==> config.mk <==
export PLATFORM = sky130hd
export DESIGN_NAME = svq_ctrl
export DESIGN_NICKNAME = d
export VERILOG_FILES = /design/src/design/svq_pkg.sv /design/src/design/svq_ctrl.sv
export SDC_FILE = /design/constraint.sdc
export NUM_CORES = 1
export LEC_CHECK = 0
export BUFFER_PORTS_ARGS = -buffer_cell sky130_fd_sc_hd__clkbuf_2
export CAP_MARGIN = 25
export CORE_AREA = 2 2 39 41
export DETAILED_ROUTE_END_ITERATION = 10
export DIE_AREA = 0 0 41 43
export PLACE_DENSITY_LB_ADDON = 0.12
export SLEW_MARGIN = 20
export SYNTH_ARGS = -nofsm -noshare
export SYNTH_HDL_FRONTEND = slang
export SYNTH_SLANG_ARGS = --single-unit
==> constraint.sdc <==
create_clock -name aclk -period 1.75 [get_ports aclk]
set_clock_uncertainty 0.1 [all_clocks]
set_input_delay 0.35 -clock aclk [delete_from_list [all_inputs] [get_ports aclk]]
set_output_delay 0.35 -clock aclk [all_outputs]
set_load 0.05 [all_outputs]
==> src/design/svq_pkg.sv <==
package svq_pkg;

    localparam int QUEUE_DEPTH = 256;
    localparam int IDX_W       = 8;
    localparam int CNT_W       = 9;
    localparam int RING_W      = 16;
    localparam int LG_W        = 4;
    localparam logic [LG_W-1:0] LG_RESET = 4'd8;
    localparam logic [LG_W-1:0] LG_MIN   = 4'd1;
    localparam logic [LG_W-1:0] LG_MAX   = 4'd8;
    localparam logic [IDX_W-1:0] LINK_END = 8'hFF;

    localparam int F_NEXT  = 0;
    localparam int F_WRITE = 1;

    typedef enum logic [1:0] {
        OP_ADD     = 2'd0,
        OP_POST    = 2'd1,
        OP_RECLAIM = 2'd2,
        OP_NONE    = 2'd3
    } op_t;

    typedef enum logic [1:0] {
        ST_OK       = 2'd0,
        ST_NO_FREE  = 2'd1,
        ST_ZERO_LEN = 2'd2,
        ST_NO_USED  = 2'd3
    } status_t;

    typedef struct packed {
        logic [63:0]      addr;
        logic [31:0]      len;
        logic [1:0]       flags;
        logic [IDX_W-1:0] next;
    } desc_t;

    typedef struct packed {
        logic [IDX_W-1:0] id;
        logic [31:0]      len;
    } used_t;

    typedef struct packed {
        logic accept;
        logic dec;
        logic add_wr;
        logic rcl_id;
        logic walk;
        logic load;
    } cmd_t;

    typedef struct packed {
        op_t  op;
        logic add_direct;
        logic used_empty;
        logic walk_more;
        logic clearing;
    } stat_t;

    function automatic logic [LG_W-1:0] sat_lg(input logic [LG_W-1:0] v);
        logic [LG_W-1:0] r;
        r = v;
        if (v < LG_MIN) r = LG_MIN;
        if (v > LG_MAX) r = LG_MAX;
        return r;
    endfunction

    function automatic logic [CNT_W-1:0] qsize_of(input logic [LG_W-1:0] lg);
        return CNT_W'(1) << lg;
    endfunction

    function automatic logic [IDX_W-1:0] qmask_of(input logic [LG_W-1:0] lg);
        logic [CNT_W-1:0] s;
        s = (CNT_W'(1) << lg) - CNT_W'(1);
        return s[IDX_W-1:0];
    endfunction

    // free list link of an entry straight after reinitialisation
    function automatic logic [IDX_W-1:0] link_reset(input logic [IDX_W-1:0] i,
                                                    input logic [IDX_W-1:0] qmask);
        return (i == qmask) ? LINK_END : i + IDX_W'(1);
    endfunction

endpackage

==> src/design/svq_ctrl.sv <==
module svq_ctrl (
    input  logic           aclk,
    input  logic           aresetn,
    input  logic           s_valid,
    output logic           s_ready,
    output logic           m_valid,
    input  logic           m_ready,
    input  svq_pkg::stat_t st,
    output svq_pkg::cmd_t  cmd
);

    typedef enum logic [5:0] {
        S_IDLE   = 6'b000001,
        S_DEC    = 6'b000010,
        S_ADD_WR = 6'b000100,
        S_RCL_ID = 6'b001000,
        S_WALK   = 6'b010000,
        S_FIN    = 6'b100000
    } state_t;

    state_t state_reg, state_next;
    logic   m_valid_reg, m_valid_next;
    logic   out_free;

    assign out_free = !m_valid_reg || m_ready;
    // hold off requests while the tables are being cleared
    assign s_ready  = (state_reg == S_IDLE) && !st.clearing;
    assign m_valid  = m_valid_reg;

    always_comb begin
        cmd        = '0;
        cmd.accept = (state_reg == S_IDLE) && s_valid && !st.clearing;
        cmd.dec    = (state_reg == S_DEC);
        cmd.add_wr = (state_reg == S_ADD_WR);
        cmd.rcl_id = (state_reg == S_RCL_ID);
        cmd.walk   = (state_reg == S_WALK);
        cmd.load   = (state_reg == S_FIN) && out_free;
    end

    always_comb begin
        state_next = state_reg;
        case (state_reg)
            S_IDLE: begin
                if (s_valid && !st.clearing) state_next = S_DEC;
            end
            S_DEC: begin
                if (st.op == svq_pkg::OP_ADD && !st.add_direct) begin
                    state_next = S_ADD_WR;
                end else if (st.op == svq_pkg::OP_RECLAIM && !st.used_empty) begin
                    state_next = S_RCL_ID;
                end else begin
                    state_next = S_FIN;
                end
            end
            S_ADD_WR: state_next = S_FIN;
            S_RCL_ID: state_next = S_WALK;
            S_WALK: begin
                if (!st.walk_more) state_next = S_FIN;
            end
            S_FIN: begin
                if (out_free) state_next = S_IDLE;
            end
            default: state_next = S_IDLE;
        endcase
    end

    always_comb begin
        m_valid_next = m_valid_reg;
        if (m_valid_reg && m_ready) m_valid_next = 1'b0;
        if (cmd.load) m_valid_next = 1'b1;
    end

    always_ff @(posedge aclk) begin
        if (!aresetn) begin
            state_reg   <= S_IDLE;
            m_valid_reg <= 1'b0;
        end else begin
            state_reg   <= state_next;
            m_valid_reg <= m_valid_next;
        end
    end

endmodule

Word-level counts from Yosys, hierarchy flattened
Index checks and enable logic that the tools add are counted.

word-level totals
  register bits = 7
  word-level logic and storage cells = 36
  output and inout port bits = 8

cells by class
  muxes and demuxes = 8
  reduce and logical (&&, ||, !) cells = 16
  equality and inequality tests = 10

operators with widths
  kind                number
  $pmux 6 s6          1
  $mux 6              5
  $logic_and 1x1->1   8
  $eq 6x1->1 const B  1
  $eq 6x2->1 const B  1
  $eq 6x3->1 const B  1
  $eq 6x4->1 const B  1
  $eq 6x5->1 const B  1
  $eq 6x6->1 const B  1
  $logic_not 1->1     4
  $ne 2x2->1 const B  2
  $reduce_and 3->1    1
  $eq 2x2->1 const B  1
  $logic_not 2->1     1
  $mux 1              2
  $ne 2x1->1 const B  1
  $reduce_bool 2->1   1
  $logic_or 1x1->1    1

Logic depth before layout (Yosys ltp)
  word-level depth = 5
  mapped depth = 5

Least setup slack after synthesis
No wires, ideal clock.

  kind = register -> output
  start point = reg state_reg[1]
  end point = out s_ready
  arrival = 1.540 ns
  stages on the path, launching flop included = 5
  setup slack = -0.240 ns
  path buffers = 1
  path through = dfxtp_1 buf_4 nor4_4 nand3b_2 nor2_1

between the ends
  word-level cells in the longest chain between the ends = 2

RTL lines
  what                    line            source
  from (decl)             svq_ctrl.sv:21  state_t state_reg, state_next;
  from (signal assigned)  svq_ctrl.sv:78  state_reg <= state_next;
  $eq 6x1->1              svq_ctrl.sv:27  assign s_ready = (state_reg == S_IDLE) && !st.clearing;
  $logic_and 1x1->1       svq_ctrl.sv:27
  to (decl)               svq_ctrl.sv:5   output logic s_ready,

Every way passes these cells.

==> key figures <==
Outcome
  • Status: finished, violations left
  • Failing checks: negative setup slack

Critical path
  • Crit-path max cell delay: ~0.36 ns
  • CP Launch Type: register
  • CP Data Required Time: around 1.3 ns
  • Crit path capture type: output port
  • Critical-path cell list: nor4_4 > buf_4 > and3_4 > clkbuf_16
  • Highest-delay cell along the critical path: dfxtp_4
  • CP arrival: 1.47 ns
  • Worst-path fanout max: 3
  • Kind of critical path: reg2out

GRT
  • Largest net degree at the start of global routing: 7
  • Total gr overflow: 0
  • Initial antenna violation count: 0
  • First-pass GRT wire length: around 1900 um
  • Vias in the first global route: 482
  • Overall global routing resource usage: between 10% and 20%

Timing
  • Slew headroom: 79.62%
  • Slew Limit Fails: 0
  • Fin crit period: 1.924 ns
  • Slew @ Worst Pin: about 0.3 ns
  • Final Hold Fails: 0
  • RSZ-0062 raised after global routing: true
  • Final WS setup: -0.1736 ns
  • Setup violators final: 8
  • Max Freq: just over 500 MHz
  • Period utilisation layout: 109.9%

Min path
  • Hold Crit Class: in2reg

Clock network
  • CTS Buf Count: 3
  • Clock Tree Root: clkbuf_4
  • CTS tree: done
  • H-tree levels: 1
  • Clock latency on the worst-skew pair: 0.25 ns
  • # clock sinks: 7
  • CTS Buffer Depth: 2
  • Hold-fix buffers, CTS: 0
  • Register clock-pin slew on the reported worst setup and hold paths: about 0.050 ns

Die
  • Area of the core: 1384 sq um
  • Die width: ~40 um
  • Die Y: 43 um
  • I/O pin total: 18
  • Die Footprint: approximately 1800 sq um
  • Num rows: 14
  • Initial Utilization: 34.81%

Logic synthesis
  • Leading area contributor after synthesis: dfxtp_1
  • Sequential element share of the synthesized area: between 20% and 30%
  • Top post-synthesis cells by count: dfxtp_1 (7), inv_1 (4), nor2_1 (4)
  • Synth Net Count: 66
  • Synth top area share: a little under 30%
  • Avg Cell Area, Syn: about 8.6 sq um
  • Ys flop type: dfxtp_1
  • Post-Syn Area: between 400 and 500 sq um
  • Synth cell types: 32
  • Synth Register Bits: 7
  • Cells taking the most area after synthesis: dfxtp_1 (29%), nor4_4 (4.4%), nor2b_1 (3.9%), nor4_1 (3.9%), a21oi_1 (3.1%)
  • Synthesis Warnings: 0
  • Top-count cell post-synth: dfxtp_1
  • Number of synthesized flops with an enable pin: 0
  • Cell count after synthesis: 56
  • Ys async rst share: 0%

Drt
  • Via count: approximately 540
  • First DRT Iteration DRCs: 20
  • Drt wl/cell: around 13 um
  • First-pass DRT Iterations: 4
  • Routed vias/inst: 5.183
  • Final WL: roughly 1400 um
  • Antenna Nets Post-Route: 0
  • Number of remaining DRC errors: 0

Finish
  • Final nets: between 90 and 100
  • Number of diodes: 0
  • Finished Layout Cells: approximately 100
  • Share of layout cells above drive strength 1: roughly 56%
  • Post-route design area: 823.3 sq um
  • Area grow syn2layout: 70.91%
  • Util after Layout: 59.49%
  • Max reg flops: 6

Pwr
  • Leakage: around 0.38 nW
  • Clock share of power: approximately a fifth
  • PD cells: about 970 nW/um^2
  • Peak VDD IR: between 400 and 500 uV
  • Psw: approximately 0.00030 W
  • Int Pwr: 0.0005000 W
  • Seq pwr share: about 25%
  • Switching fraction of total power: a little under two fifths
  • Combinational Power Share: a little under three fifths

Place
  • Placed instance count: 95
  • DP HPWL: 928.3 um
  • Gp weighted congestion: between 0.7 and 0.8
  • Area after DPL: about 640 sq um
  • Pre-CTS setup slack: approximately 0.023 ns
  • PortBufs: 17

Run
  • Max Cap Viol: 0
-- routing by layer --
| metal | share of wire [%] | vias up | global-route usage [%] |
|---|---|---|---|
| met5 | 0 | - | 0 |
| met3 | 7.6 | 6 | 6.806 |
| met4 | 2.2 | 0 | 12.00 |
| met1 | 40 | 238 | 18.45 |
| met2 | 50 | 23 | 24.38 |
| li1 | - | 272 | - |
-- worst max-delay path: cells and delay by family (launching register included) --
family | cells | cell delay (ns)
buffers and inverters | 2 | 0.32
AND/OR/NAND/NOR | 2 | 0.53
flip-flops | 1 | 0.36
-- worst paths after layout --
path	from	end	slack, ns	depth (start not counted)
max	state_reg[5]	cmd[1]	-0.17	4
min	st[4]	state_reg[3]	0.18	2
max reg2reg	state_reg[5]	state_reg[0]	-0.11	7
min reg2reg	m_valid	m_valid	0.39	2
-- through the flow --
| stage | TNS, ns | power, W | hold WS [ns] |
|---|---|---|---|
| floorplan | -0.01877 | 0.0004118 | 0.3269 |
| global placement | 0 | 0.0005225 | 0.3794 |
| detailed placement | 0 | 0.0005241 | 0.3817 |
| CTS | -0.5564 | 0.0007235 | 0.1720 |
| global route | -1.356 | 0.0008474 | 0.1735 |
| finish | -0.7856 | 0.0007963 | 0.1785 |
-- cells by family (layout without fill, tap and decap cells) --
kind of cell	after synthesis	count (layout)	synth area share, %
simple gates	27	27	40.78
buf+inv	8	40	8.310
compound gates	12	12	17.92
flops	7	7	29.09
mux	1	1	2.078
xor+xnor	1	1	1.819
-- power groups by stage --
stage	sequential (W)	combinational (W)	clock, W
after global placement	0.000199	0.000323	0
final	0.000199	0.000447	0.000150
after detailed placement	0.000199	0.000326	0
after floorplan	0.000182	0.000230	0
after global routing	0.000199	0.000481	0.000167
after CTS	0.000197	0.000372	0.000154
-- cell type report --
type                    instances  area (sq um)
well taps                      16         20.02
clock buffers                   4         26.28
inverters                       4         15.01
multi-input cells              41         332.8
flip-flops and latches          7         151.4
fillers                       125         560.5
repair buffers                 32         277.8
-- cells in the final DEF (no fill, tap or decap), types with 2 or more instances in the layout --
master	Yosys	final
nor4_1	3	3
inv_1	4	4
clkbuf_4	0	3
clkbuf_2	0	10
buf_8	0	3
nor4_4	1	2
dfxtp_4	0	2
a21oi_1	3	3
nand2b_1	2	2
nand3b_1	2	2
buf_4	2	14
dfxtp_1	7	2
dfxtp_2	0	3
nor2_1	4	3
nor2b_1	3	3
clkbuf_8	0	3
o21a_1	2	2
-- repair_timing --
| action | 4_1_cts | 5_1_grt |
|---|---|---|
| setup buffers | 3 | 2 |
| gates cloned | 0 | 0 |
| endpoints found under the setup margin | 7 | 7 |
| pin swaps | 5 | 5 |
| gates resized for setup | 24 | 6 |
Power figures use the tool's default switching activity.
